==> src/design/wmrp_pkg.sv <==
// Types and constants for the write-multiple-registers request parser.
package wmrp_pkg;

	localparam logic [7:0]  FUNC_CODE = 8'h10;
	localparam logic [15:0] MIN_QTY   = 16'h0001;
	localparam logic [15:0] MAX_REGS  = 16'd123;

	// data bytes counter stops here, above any byte count
	localparam logic [8:0]  DATA_SAT  = 9'd256;

	localparam logic [2:0] ST_OK        = 3'd0;
	localparam logic [2:0] ST_SHORT     = 3'd1;
	localparam logic [2:0] ST_BAD_CODE  = 3'd2;
	localparam logic [2:0] ST_BAD_QTY   = 3'd3;
	localparam logic [2:0] ST_COUNT_ERR = 3'd4;
	localparam logic [2:0] ST_LEN_ERR   = 3'd5;

	// header byte expected next; POS_DATA once the six header bytes are in
	typedef enum logic [2:0] {
		POS_CODE,
		POS_ADDR_HI,
		POS_ADDR_LO,
		POS_QTY_HI,
		POS_QTY_LO,
		POS_COUNT,
		POS_DATA
	} hdr_pos_t;

	typedef struct packed {
		logic [7:0] data_byte;
		logic       frame_end;
	} req_t;

	typedef struct packed {
		logic        is_verdict;
		logic [15:0] start_address;
		logic [6:0]  value_index;
		logic [15:0] reg_value;
		logic [2:0]  status;
		logic        last_of_run;
	} res_t;

endpackage

==> src/design/write_multiple_registers_parser_top.sv <==
// Write-multiple-registers request parser: header capture, value assembly, verdict.
//
//  channel | signals                    | payload | item
//  --------+----------------------------+---------+---------------------------------
//  req     | req_valid, req_ready, req  | req_t   | one PDU byte, end-of-frame flag
//  res     | res_valid, res_ready, res  | res_t   | one register value or a verdict
//
// One byte per cycle: a byte is held in the input register, then its
// results go into a two-entry result queue. A frame's last byte that also
// completes a value makes two results; the queue takes both, and the byte
// after it is a header byte with at most one result, so a consumer taking
// one result a cycle never holds the input. Reset clears the header state,
// the counters and the queue. A stalled consumer stalls the input once the
// queue cannot take the next byte's results.
module write_multiple_registers_parser_top
	import wmrp_pkg::*;
(
	input  logic clk,
	input  logic arst_n,
	input  logic req_valid,
	output logic req_ready,
	input  req_t req,
	output logic res_valid,
	input  logic res_ready,
	output res_t res
);

	// input register
	logic v_s1;
	req_t req_s1;

	// parser state
	hdr_pos_t    pos_q, pos_n;
	logic        code_ok_q, code_ok_n;
	logic [15:0] addr_q, addr_n;
	logic [15:0] qty_q, qty_n;
	logic [7:0]  count_q, count_n;
	logic [8:0]  dbs_q, dbs_n;
	logic [7:0]  hi_q, hi_n;
	logic [6:0]  ve_q, ve_n;

	// result queue, slot 0 is the head
	res_t        slot_q [2];
	res_t        slot_n [2];
	logic [1:0]  cnt_q, cnt_n;

	logic        adv, pop, hdr_ok, emit_val;
	logic [1:0]  n_res, base, free;
	logic [2:0]  verdict;
	res_t        val_res, ver_res, r0, r1;

	assign pop       = res_valid && res_ready;
	assign base      = cnt_q - {1'b0, pop};
	assign free      = 2'd2 - base;
	assign n_res     = {1'b0, emit_val} + {1'b0, req_s1.frame_end};
	assign adv       = v_s1 && (n_res <= free);
	assign req_ready = !v_s1 || adv;
	assign res_valid = (cnt_q != 2'd0);
	assign res       = slot_q[0];

	assign hdr_ok = (pos_q == POS_DATA) && code_ok_q &&
		(qty_q >= MIN_QTY) && (qty_q <= MAX_REGS) &&
		({qty_q, 1'b0} == {9'd0, count_q});

	always_comb begin
		pos_n     = pos_q;
		code_ok_n = code_ok_q;
		addr_n    = addr_q;
		qty_n     = qty_q;
		count_n   = count_q;
		dbs_n     = dbs_q;
		hi_n      = hi_q;
		ve_n      = ve_q;
		emit_val  = 1'b0;
		unique case (pos_q)
			POS_CODE: begin
				code_ok_n = (req_s1.data_byte == FUNC_CODE);
				pos_n     = POS_ADDR_HI;
			end
			POS_ADDR_HI: begin
				addr_n = {req_s1.data_byte, 8'd0};
				pos_n  = POS_ADDR_LO;
			end
			POS_ADDR_LO: begin
				addr_n = {addr_q[15:8], req_s1.data_byte};
				pos_n  = POS_QTY_HI;
			end
			POS_QTY_HI: begin
				qty_n = {req_s1.data_byte, 8'd0};
				pos_n = POS_QTY_LO;
			end
			POS_QTY_LO: begin
				qty_n = {qty_q[15:8], req_s1.data_byte};
				pos_n = POS_COUNT;
			end
			POS_COUNT: begin
				count_n = req_s1.data_byte;
				pos_n   = POS_DATA;
			end
			POS_DATA: begin
				// odd count means this is the low byte of a value
				if (dbs_q[0] && hdr_ok && ({9'd0, ve_q} < qty_q)) begin
					emit_val = 1'b1;
					ve_n     = ve_q + 7'd1;
				end else if (!dbs_q[0]) begin
					hi_n = req_s1.data_byte;
				end
				if (dbs_q != DATA_SAT)
					dbs_n = dbs_q + 9'd1;
			end
			default: ;
		endcase

		// verdict sees the state after this byte
		priority if (pos_n != POS_DATA)
			verdict = ST_SHORT;
		else if (!code_ok_n)
			verdict = ST_BAD_CODE;
		else if ((qty_n < MIN_QTY) || (qty_n > MAX_REGS))
			verdict = ST_BAD_QTY;
		else if ({qty_n, 1'b0} != {9'd0, count_n})
			verdict = ST_COUNT_ERR;
		else if (dbs_n != {1'b0, count_n})
			verdict = ST_LEN_ERR;
		else
			verdict = ST_OK;

		val_res = '{is_verdict: 1'b0, start_address: addr_q, value_index: ve_q,
			reg_value: {hi_q, req_s1.data_byte}, status: ST_OK,
			last_of_run: !req_s1.frame_end};
		ver_res = '{is_verdict: 1'b1, start_address: addr_n, value_index: 7'd0,
			reg_value: 16'd0, status: verdict, last_of_run: 1'b1};
		r0 = emit_val ? val_res : ver_res;
		r1 = ver_res;

		if (req_s1.frame_end) begin
			pos_n     = POS_CODE;
			code_ok_n = 1'b0;
			addr_n    = 16'd0;
			qty_n     = 16'd0;
			count_n   = 8'd0;
			dbs_n     = 9'd0;
			hi_n      = 8'd0;
			ve_n      = 7'd0;
		end
	end

	// queue update: shift out on pop, append new results behind what remains
	always_comb begin
		slot_n[0] = pop ? slot_q[1] : slot_q[0];
		slot_n[1] = slot_q[1];
		if (adv && (n_res != 2'd0)) begin
			if (base == 2'd0)
				slot_n[0] = r0;
			else
				slot_n[1] = r0;
			if (n_res == 2'd2)
				slot_n[1] = r1;
		end
		cnt_n = base + (adv ? n_res : 2'd0);
	end

	always_ff @(posedge clk or negedge arst_n) begin
		if (!arst_n) begin
			v_s1 <= 1'b0;
		end else if (req_ready) begin
			v_s1 <= req_valid;
		end
	end

	always_ff @(posedge clk) begin
		if (req_ready && req_valid)
			req_s1 <= req;
	end

	always_ff @(posedge clk or negedge arst_n) begin
		if (!arst_n) begin
			pos_q     <= POS_CODE;
			code_ok_q <= 1'b0;
			addr_q    <= 16'd0;
			qty_q     <= 16'd0;
			count_q   <= 8'd0;
			dbs_q     <= 9'd0;
			hi_q      <= 8'd0;
			ve_q      <= 7'd0;
		end else if (adv) begin
			pos_q     <= pos_n;
			code_ok_q <= code_ok_n;
			addr_q    <= addr_n;
			qty_q     <= qty_n;
			count_q   <= count_n;
			dbs_q     <= dbs_n;
			hi_q      <= hi_n;
			ve_q      <= ve_n;
		end
	end

	always_ff @(posedge clk or negedge arst_n) begin
		if (!arst_n) begin
			cnt_q <= 2'd0;
		end else begin
			cnt_q <= cnt_n;
		end
	end

	always_ff @(posedge clk) begin
		slot_q[0] <= slot_n[0];
		slot_q[1] <= slot_n[1];
	end

	a_cnt_range: assert property (@(posedge clk) disable iff (!arst_n)
		cnt_q != 2'd3)
		else $error("result queue count out of range");

	a_verdict_last: assert property (@(posedge clk) disable iff (!arst_n)
		res_valid && res.is_verdict |-> res.last_of_run)
		else $error("verdict without last_of_run");

	a_value_status: assert property (@(posedge clk) disable iff (!arst_n)
		res_valid && !res.is_verdict |-> res.status == ST_OK)
		else $error("value result with nonzero status");

	a_frame_restart: assert property (@(posedge clk) disable iff (!arst_n)
		adv && req_s1.frame_end |=> pos_q == POS_CODE && dbs_q == 9'd0)
		else $error("parser did not return to header start after frame end");

endmodule
==> config.mk <==
export PLATFORM = sky130hd
export DESIGN_NAME = write_multiple_registers_parser_top
export DESIGN_NICKNAME = d
export VERILOG_FILES = /design/src/design/wmrp_pkg.sv /design/src/design/write_multiple_registers_parser_top.sv
export SDC_FILE = /design/constraint.sdc
export NUM_CORES = 1
export LEC_CHECK = 0
export BUFFER_PORTS_ARGS = -buffer_cell sky130_fd_sc_hd__buf_2
export CORE_MARGIN = 4
export CORE_UTILIZATION = 60
export DETAILED_ROUTE_END_ITERATION = 7
export PLACE_DENSITY = 0.75
export SKIP_CTS_REPAIR_TIMING = 1
export SLEW_MARGIN = 20
export SYNTH_ARGS = -nofsm -noshare
export SYNTH_HDL_FRONTEND = slang
export SYNTH_SLANG_ARGS = --single-unit
==> constraint.sdc <==
create_clock -name clk -period 15.9 [get_ports clk]
set_input_delay 0 -clock clk [delete_from_list [all_inputs] [get_ports clk]]
set_output_delay 0 -clock clk [all_outputs]
set_load 0.01 [all_outputs]
After elaboration in Yosys (flattened, before gate mapping) --
Memories as Yosys holds them, arrays and structs flattened. Index checks and enable logic that the tools add are counted.
Word-level totals: register bits 80, memory bits (writable) 88, word-level logic and storage cells 96, memories kept 1
Memory list:
- slot_q | words 2, width 44, rd ports 2, clocked after Yosys merged registers in 0, write ports 2, RTL line write_multiple_registers_parser_top.sv:43 | res_t slot_q [2];
Cells by class: add/subtract/negate cells 6, $lt $le $gt $ge 6, equal/unequal tests 15, multiplexer cells 34, reduce and logical (&&, ||, !) cells 22
Operators by type and width (count):
- $mux 44 | 5
- $mux 88 | 1
- $pmux 16 s2 | 2
- $mux 8 | 6
- $mux 16 | 2
- $mux 9 | 3
- $mux 7 | 3
- $mux 3 | 6
- $pmux 3 s6 | 1
- $eq 17x8->1 | 1
- $ne 17x8->1 | 1
- $ge 16x1->1 const B | 1
- $gt 16x7->1 const B | 1
- $le 16x7->1 const B | 1
- $lt 16x1->1 const B | 1
- $lt 7x16->1 | 1
- $logic_and 1x1->1 | 10
- $add 9x1->9 const B | 1
- $eq 3x3->1 const B | 3
- $ne 9x8->1 | 1
- $ne 9x9->1 const B | 1
- $eq 8x5->1 const B | 1
- $reduce_bool 2->1 | 4
- $add 7x1->7 const B | 1
- other kinds (18) | 25

Longest topological paths before layout --
depth in word-level cells 14, gate-level depth with buffers 19

Least setup slack after synthesis --
OpenSTA, ideal clock, no wires.
kind register to register, start point register, netlist name qty_q[6], end point memory slot_q[0][44] (netlist name), enable pin, library setup time 0.500 ns, data arrival time 6.351 ns, setup slack 9.050 ns, stages on the path, launching flop included 16, cells stage by stage dfrtp_1 > inv_1 > ha_1 > or3_1 > nor4_2 > nand4_1 > nor3_4 > buf_2 > ha_1 > ha_1 > nor2b_1 > o21ai_1 > nand2_1 > clkbuf_1 > clkbuf_1 > nor3_1
RTL lines (RTL line):
- to (decl) | write_multiple_registers_parser_top.sv:43

==> impl_metrics.yaml <==
die:
  die_area_um2: 16400
  core.rowCount: 43
  core_area_um2: 14000
  fp.dieH_um: 128
  die_w_um: 128
  start_util_pct: 61.8
  io_pins: 59
placement:
  hpwlAfterDp_mm: 13.3
  place_congestion: 0.942
  postPlaceCellArea_um2: 8640
  portBuffers: 58
finish:
  nNetsFinal: 873
  design_area_um2: 9310
  areaGrowthSynthToFinish_pct: 7.77
  layout-drive-gt1-share_pct: 15.2
  final_common_cell: "dfrtp_1"
  num_antenna_cells: 0
  most-common-layout-cells: "dfrtp_1, o21ai_0, nand2_1, buf_2, mux2i_1"
  nFillCells: 1113
global_routing:
  grtUsageTotal_pct: 25.5
  busiest_layer: "met2"
  grt_max_degree: 86
  grtUsageMet2_pct: 41.3
  grtUsageMet3_pct: 4.29
  grt_pass1_vias: 6269
  grt_use_met1_pct: 35.0
  gr-total-overflow: 0
  antenna_found_initial: 0
  grt_pass1_wl_mm: 32.6
timing:
  setup_viol: 0
  tightest_slew_ns: 0.938
  rsz0062_at_grt: "no"
  clock-skew-final_ns: 0.00873
  fin_crit_ns: 5.46
  finalSetupTns_ns: 0
  hold_viol: 0
  fmax_mhz: 183
  slew_headroom_pct: 37.5
  maxSlewViolCount: 0
  post-route-period-util_pct: 34.4
clock_network:
  cts_buffer_depth: 2
  cts_tree: "done"
  numCtsBuffers: 17
  htreeDepth: 4
  clk_latency_ns: 0.43
  cts.sinks: 168
  path_clk_slew_ns: 0.06
  root_buffer: "clkbuf_16"
worst_hold_path:
  worstHoldStart: "req[5]"
  hold_path.class: "input port to register"
  hold_depth: 2
synth:
  synthCells: 849
  yosys.area.top_type: "dfrtp_1"
  synth-edff-count: 53
  ys.flop_type: "dfrtp_1"
  seq_area_frac_synth_pct: 49.2
  post_synth.cell_area_avg_um2: 10.2
  synthesis.area_um2: 8640
  yosysWarningCount: 0
  synthDominantCellAreaShare_pct: 20.6
  synth-async-reset-ratio_pct: 42.3
  syn-num-nets: 879
  synthTopCellsByArea: "dfrtp_1, edfxtp_1, dfxtp_1, mux2i_1, buf_4"
  yosys_register_bits: 168
  synth_cell_types: 69
setup_path:
  cp-end-kind: "register"
  rr_worst_depth: 14
  r2r_start: "pos_q[1]$_DFFE_PN0P_"
  crit_required_ns: 16.25
  rrSetupSlack_ns: 10.44
  crit_start: "pos_q[1]$_DFFE_PN0P_"
  worst_ep_arrival_time_ns: 5.81
  worstSetupPathType: "register to register"
  worstSetupStartpointType: "register"
  path_max_fanout: 85
route:
  totalWireLength_mm: 20.3
  routed-via-count: 6274
  drc_errors: 0
  ant_nets: 0
  viasPerCell: 6.06
  firstDrtPassIters: 5
  wl_per_cell_um: 19.6
  drtIter0Drc: 489
power_and_ir_drop:
  power_density_nw_per_um2: 220
  p_leak_nw: 3.93
  ir_drop_uv: 148
run_status:
  outcome: "completed"
flow_run:
  cap_violations: 0
==> registers in the layout, indices dropped and copies added, names as in the netlist <==
name / count
req_s1: 9
slot_q: 88
ve_q: 7
hi_q: 8
v_s1: 1
qty_q: 16
code_ok_q: 1
dbs_q: 9
count_q: 8
cnt_q: 2
addr_q: 16
pos_q: 3
==> synthesized netlist by cell type, drive strengths merged, types with 2 or more instances <==
cell type and instances:
clkbuf 39, a21boi 6, a32o 2, nand3 31, o31ai 12, inv 31, buf 63, nand3b 3
nor2b 13, a21o 4, nor4b 2, nand2b 6, nor3b 2, a211oi 10, a22oi 9, nand4 6
a22o 24, dfrtp 71, o21ai 69, and2 32, mux2i 56, nand2 67, a21oi 33, or3 7
nor2 37, edfxtp 53, xnor2 13, a31oi 2, nor4 12, ha 17, nor3 15, o22ai 17
or2 7, o32ai 2, dfxtp 44, xor2 15
==> report_power, final <==
group          switching [mW]  internal (mW)
combinational           0.558          0.311
clock                   0.168          0.212
sequential              0.155          0.646
==> final timing paths <==
kind,end
worst min register to register,addr_q[15]$_DFFE_PN0P_
worst max-delay path,slot_q[0][1]$_DFF_P_
worst max register to register,slot_q[0][1]$_DFF_P_
worst min-delay path,req_s1[5]$_DFFE_PP_
min in group asynchronous,addr_q[2]$_DFFE_PN0P_
max in group asynchronous,addr_q[15]$_DFFE_PN0P_
==> area by class of cell <==
| type | count | area (µm²) | share of cell area (%) |
|---|---|---|---|
| Clock inverter | 11 | 73.8 | 0.793 |
| Clock buffer | 21 | 470 | 5.05 |
| Timing Repair Buffer | 77 | 468 | 5.02 |
| Inverter | 31 | 116 | 1.25 |
| Sequential cell | 168 | 4250 | 45.6 |
| Multi-Input combinational cell | 548 | 3710 | 39.8 |
| Tap cell | 180 | 225 | 2.42 |
==> routing by layer <==
layer | wire, µm | part of all wire [%]
met5 | 0 | 0
met4 | 455 | 2.2
met3 | 969 | 4.8
met2 | 9730 | 48
met1 | 9120 | 45
==> cells by family (layout without fill, tap and decap cells) <==
kind of cell               after synthesis  in the layout  synth area share, %
and+or+nand+nor                        245            245                 15.2
buffers and inverters                  133            140                 8.09
adders and majority gates               17             17                 2.46
muxes                                   58             58                 7.07
DFF                                    168            168                 49.2
xor gates and xnor gates                29             29                 3.10
AOI/OAI and AO/OA                      199            199                 14.9
==> stage by stage <==
stage | cells | util (%) | hold WS [ns] | worst slack [ns] | total power, mW
finish | 1036 | 66.6 | 0.279 | 10.44 | 2.05
CTS | 1024 | 65.7 | -0.270 | 10.17 | 2.05
global placement | 992 | 61.8 | 0.176 | 10.53 | 1.63
global route | 1036 | 66.6 | 0.300 | 9.90 | 2.19
floorplan | 849 | - | -0.296 | 9.05 | 1.46
detailed placement | 992 | 61.8 | 0.178 | 10.25 | 1.67
==> critical path, cell delays in order (launching register included) <==
cell and delay [ns]:
dfrtp_1 0.79, nand3b_1 0.53, nor4_1 0.43, nand4_1 0.20, nor3_4 0.62, buf_8 0.24, ha_1 0.26, ha_1 0.28
nor2b_1 0.14, o21ai_1 0.23, nand2_2 0.33, nor3b_2 0.34, buf_4 0.63, nand2_1 0.18, o22ai_2 0.19
No activity file was read; power rests on OpenSTA's default activity.
